<file path="config.mk">
export PLATFORM = sky130hd
export DESIGN_NAME = csol_ram
export DESIGN_NICKNAME = d
export VERILOG_FILES = /design/src/design/assert_macros.svh /design/src/design/csol_ram.sv
export SDC_FILE = /design/constraint.sdc
export NUM_CORES = 2
export LEC_CHECK = 0
export BUFFER_PORTS_ARGS = -buffer_cell sky130_fd_sc_hd__buf_4
export CAP_MARGIN = 20
export CORE_MARGIN = 3
export CORE_UTILIZATION = 50
export DETAILED_ROUTE_END_ITERATION = 8
export GPL_ROUTABILITY_DRIVEN = 0
export PLACE_DENSITY_LB_ADDON = 0.08
export SLEW_MARGIN = 20
export SYNTH_ARGS = -nofsm -noshare
export SYNTH_HDL_FRONTEND = slang
export SYNTH_SLANG_ARGS = --single-unit
</file>
<file path="constraint.sdc">
create_clock -name clk -period 5.9 [get_ports clk]
set_input_delay 0.59 -clock clk [delete_from_list [all_inputs] [get_ports clk]]
set_output_delay 0.59 -clock clk [all_outputs]
set_load 0.01 [all_outputs]
</file>
<file path="src/design/assert_macros.svh">
// -----------------------------------------------------------------------------
// assert_macros.svh
// Concurrent assertion macros for the design files.
// -----------------------------------------------------------------------------
`ifndef ASSERT_MACROS_SVH
`define ASSERT_MACROS_SVH

`ifndef NO_ASSERTIONS

`define ASSERT_AT(lbl, clk, rstn, prop, msg) \
	lbl: assert property (@(posedge clk) disable iff (!rstn) prop) else $error(msg);

`define ASSERT_NEVER(lbl, clk, rstn, expr, msg) \
	lbl: assert property (@(posedge clk) disable iff (!rstn) !(expr)) else $error(msg);

`else

`define ASSERT_AT(lbl, clk, rstn, prop, msg)

`define ASSERT_NEVER(lbl, clk, rstn, expr, msg)

`endif

`endif

</file>
<file path="src/design/csol_ram.sv">
// -----------------------------------------------------------------------------
// csol_ram
// Generic single write port, single read port RAM with registered read.
// -----------------------------------------------------------------------------
`default_nettype none

module csol_ram #(
	parameter int WIDTH = 64,
	parameter int DEPTH = 64
) (
	input  wire logic                     clk,
	input  wire logic                     wr_en,
	input  wire logic [$clog2(DEPTH)-1:0] wr_addr,
	input  wire logic [WIDTH-1:0]         wr_data,
	input  wire logic [$clog2(DEPTH)-1:0] rd_addr,
	output logic      [WIDTH-1:0]         rd_data
);

	logic [WIDTH-1:0] mem_q [DEPTH];

	always_ff @(posedge clk) begin
		if (wr_en) begin
			mem_q[wr_addr] <= wr_data;
		end
		rd_data <= mem_q[rd_addr];
	end

endmodule

`default_nettype wire

</file>
# After elaboration in Yosys (flattened, before gate mapping)
# Memories as Yosys holds them, arrays and structs flattened. A register that Yosys moved wholly into a read port is not among the register bits.
# Index checks and enable logic that the tools add are counted.
[classes]
mux = 2
[ops]
columns = ["op", "count"]
rows = [
  ["$mux 1", 2],
]
[word_totals]
register_bits = 0
mem_bits_rw = 4096
inputBits = 78
out_inout_bits = 64
mem_count = 1
[mem_list]
columns = ["name", "depth", "word_bits", "read_ports", "rd_clocked_by_memory_dff", "wr", "line_no", "text"]
rows = [
  ["mem_q", 64, 64, 1, 1, 1, "csol_ram.sv:19", "logic [WIDTH-1:0] mem_q [DEPTH];"],
]

# Depth between registers and ports, before layout
[depth]
ltp_word = 2
mapped_depth = 9

# Worst setup path after synthesis
# OpenSTA, ideal clock, no wires.
[synth_path]
path_kind = "input -> register"
startpoint = "in wr_addr[3]"
endpoint = "mem mem_q[48][0], enable pin"
setup_time_ns = 0.564
arrival_time_ns = 5.462
required_ns = 5.336
path_slack_ns = -0.126
stages = 4
path_buffers = 1
cell_sequence = "clkbuf_1 nor2b_1 nand4b_1 nor3_1"
[synth_rtl]
columns = ["element", "line_no", "text"]
rows = [
  ["from (decl)", "csol_ram.sv:13", "input wire logic [$clog2(DEPTH)-1:0] wr_addr,"],
  ["to (decl)", "csol_ram.sv:19", ""],
]
# No word-level cell before the write port.

==> impl_metrics.json <==
{
  "path_cells": "buf_16 > buf_4 > nand2_2 > buf_4 > or2_2 > a41oi_1 > a211oi_1",
  "drv_cap": 0,
  "synth-simple-area-share_pct": 1.24,
  "synth_nets": 6676,
  "fin_area_um2": 178000,
  "crit_buf_inv": 3,
  "synth-edff-count": 4096,
  "path_delay_family": "buffers and inverters",
  "drt_iter0_markers": 9729,
  "synth.avg_cell_area_um2": 23.7,
  "arrival_ps": 3580,
  "synth.top_cell.area_share_pct": 78.7,
  "slew_violations": 0,
  "viasPerCell": 6.60,
  "syn_to_final_growth_pct": 13.8,
  "dieArea_um2": 319000,
  "layout_common_cells": "edfxtp_1, mux4_2, clkbuf_16",
  "dp.cells": 10700,
  "worst_pin_slew_ps": 1200,
  "path_max_fanout": 67,
  "fin_util_pct": 57.4,
  "path_clk_slew_ps": 60,
  "setup_violations": 0,
  "synthTopCellsByArea": "edfxtp_1, mux4_2, mux2i_1, dfxtp_1, a22oi_1",
  "synth_top_flop_cell": "edfxtp_1",
  "first_pass_iters": 5,
  "finClkSkew_ps": 38.1,
  "synth_top_family_by_area": "multiplexers",
  "cts_buffer_depth": 4,
  "cts_repair_resize_count": 0,
  "core_um2": 310000,
  "fp.dieW_um": 565,
  "grt_pass1_wl_um": 623000,
  "finalCriticalPeriod_ps": 2790,
  "grt_usage_pct": 28.3,
  "fmax_mhz": 358,
  "irDropWorstVdd_mv": 0.287,
  "route.detailed.drc": 0,
  "synthAdderAreaFrac_pct": 0,
  "ys_seq_elements": 4160,
  "slowest_stage": "a41oi_1",
  "ios": 142,
  "critPathLaunchType": "input port",
  "cp_slowest_stage_delay_ps": 570,
  "wl_per_cell_um": 39.1,
  "cts_tree": "yes",
  "critPathKind": "in2reg",
  "status": "complete, no violations",
  "chipHeight_um": 565,
  "insertion_delay_ps": 960,
  "worstPathRequired_ps": 6690,
  "io_buffers": 141,
  "grt_pass1_vias": 76200,
  "initial_utilization_pct": 50.4,
  "syn_area_um2": 156000,
  "n_fill_cell": 22400,
  "synth_compound_area_share_pct": 2.48,
  "cts_sinks": 4160,
  "hold_class": "in2reg",
  "syn_inst": 6598,
  "drive_gt1_share_pct": 28.5,
  "antenna_found_initial": 22,
  "layout_commonest_cell": "edfxtp_1",
  "layoutNonFillerInstCount": 11500,
  "fin_crit_sh_pct": 47.3,
  "htree_levels": 5,
  "grt_start_max_net_pins": 91,
  "clockRootBuffer": "clkbuf_16",
  "synthXorXnorAreaFrac_pct": 0,
  "nNetsFinal": 7101,
  "setup_tns_ps": 0,
  "p_leak_nw": 55.5,
  "cts_made_buffers": 424,
  "rows": 204,
  "yosysWarningCount": 0,
  "grt_setup_unrepaired": "no",
  "synthArstFlopShare_pct": 0,
  "yosysSeqAreaShare_pct": 79.5,
  "cts_hold_buf": 0,
  "synthDistinctLibCells": 33,
  "synth_area_leader_cell": "edfxtp_1",
  "vias": 75900,
  "cp-end-kind": "register",
  "final_hold_viol_count": 0,
  "dp_hpwl_um": 233000,
  "muxShareOfSynthArea_pct": 15.6,
  "routed_wl_um": 450000,
  "powerDensity_nw_per_um2": 351,
  "ant_nets": 0,
  "crit_top_cell": "buf_4",
  "slew_headroom_pct": 19.6,
  "placed_area_um2": 164000,
  "gr-total-overflow": 0,
  "post-cts-setup-buffer-count": 0
}
==> area by class of cell <==
class,instances,area (um^2),area share (%)
timing repair buffer,369,3700,2.08
antenna,8,20.0,0.0113
multi-input combinational,2049,30800,17.3
tap,4120,5150,2.90
clock buffer,554,11500,6.48
inverter,19,71.3,0.0401
clock inverter,230,2350,1.32
sequential,4160,124000,69.9
==> power breakdown <==
group          internal, mW  total, mW  switching, mW
Clock                  15.5       26.8           11.3
Sequential             32.7       32.9          0.173
Combinational          1.07       2.85           1.78
Total                  49.3       62.5           13.2
==> metal layers <==
layer,global-route usage (%),part of all wire (%),up-vias
met3,4.57,7.8,642
li1,-,-,29400
met5,0,0.011,-
met4,7.51,2.8,8
met2,45.2,49,3466
met1,41.1,41,42400
==> registers in the layout, indices dropped and copies added (netlist names) <==
name	cells
mem_q	4096
rd_data	64
==> stage by stage <==
stage	power, mW	hold slack [ps]	setup WS [ps]
after floorplan	35.0	689	1280
after global placement	36.4	823	2100
after detailed placement	36.4	827	2180
after CTS	63.0	86.8	3180
after global routing	64.2	164	3060
final	62.5	153	3110
==> cell families after synthesis <==
family,after synthesis
mux,1159
compound gates,504
simple gates,386
buf+inv,389
flops,4160
==> worst reg2reg max path, delay by kind of cell (launching register included) <==
family | cells | cell delay (ps)
flops | 1 | 370
compound gates | 2 | 770
mux | 1 | 470
simple gates | 2 | 400
==> synthesized netlist by cell type, types with 3 or more instances <==
master,instances
o22ai_1,83
and3_1,64
buf_6,6
buf_1,20
a41oi_1,26
clkbuf_1,140
a22oi_1,168
dfxtp_1,64
mux4_2,1024
inv_1,19
buf_4,34
or2_2,28
a211oi_1,63
edfxtp_1,4096
buf_2,170
mux2i_1,135
and2_1,3
a2bb2oi_1,19
or3_1,29
nand2_1,58
nand2b_1,11
a31oi_1,18
a22o_1,88
nor2b_1,28
nand3_1,45
o221ai_1,38
nor2_1,112
==> worst paths after layout <==
kind | slack [ps] | start | depth (start not counted) | endpoint
max | 3110 | rd_addr[0] | 7 | rd_data[29]$_DFF_P_
min | 150 | wr_data[16] | 1 | mem_q[40][16]$_DFFE_PP_
max reg2reg | 3750 | mem_q[13][46]$_DFFE_PP_ | 5 | rd_data[46]$_DFF_P_
min reg2reg | 850 | mem_q[53][32]$_DFFE_PP_ | 4 | rd_data[32]$_DFF_P_
No activity file was read; power rests on OpenSTA's default activity.
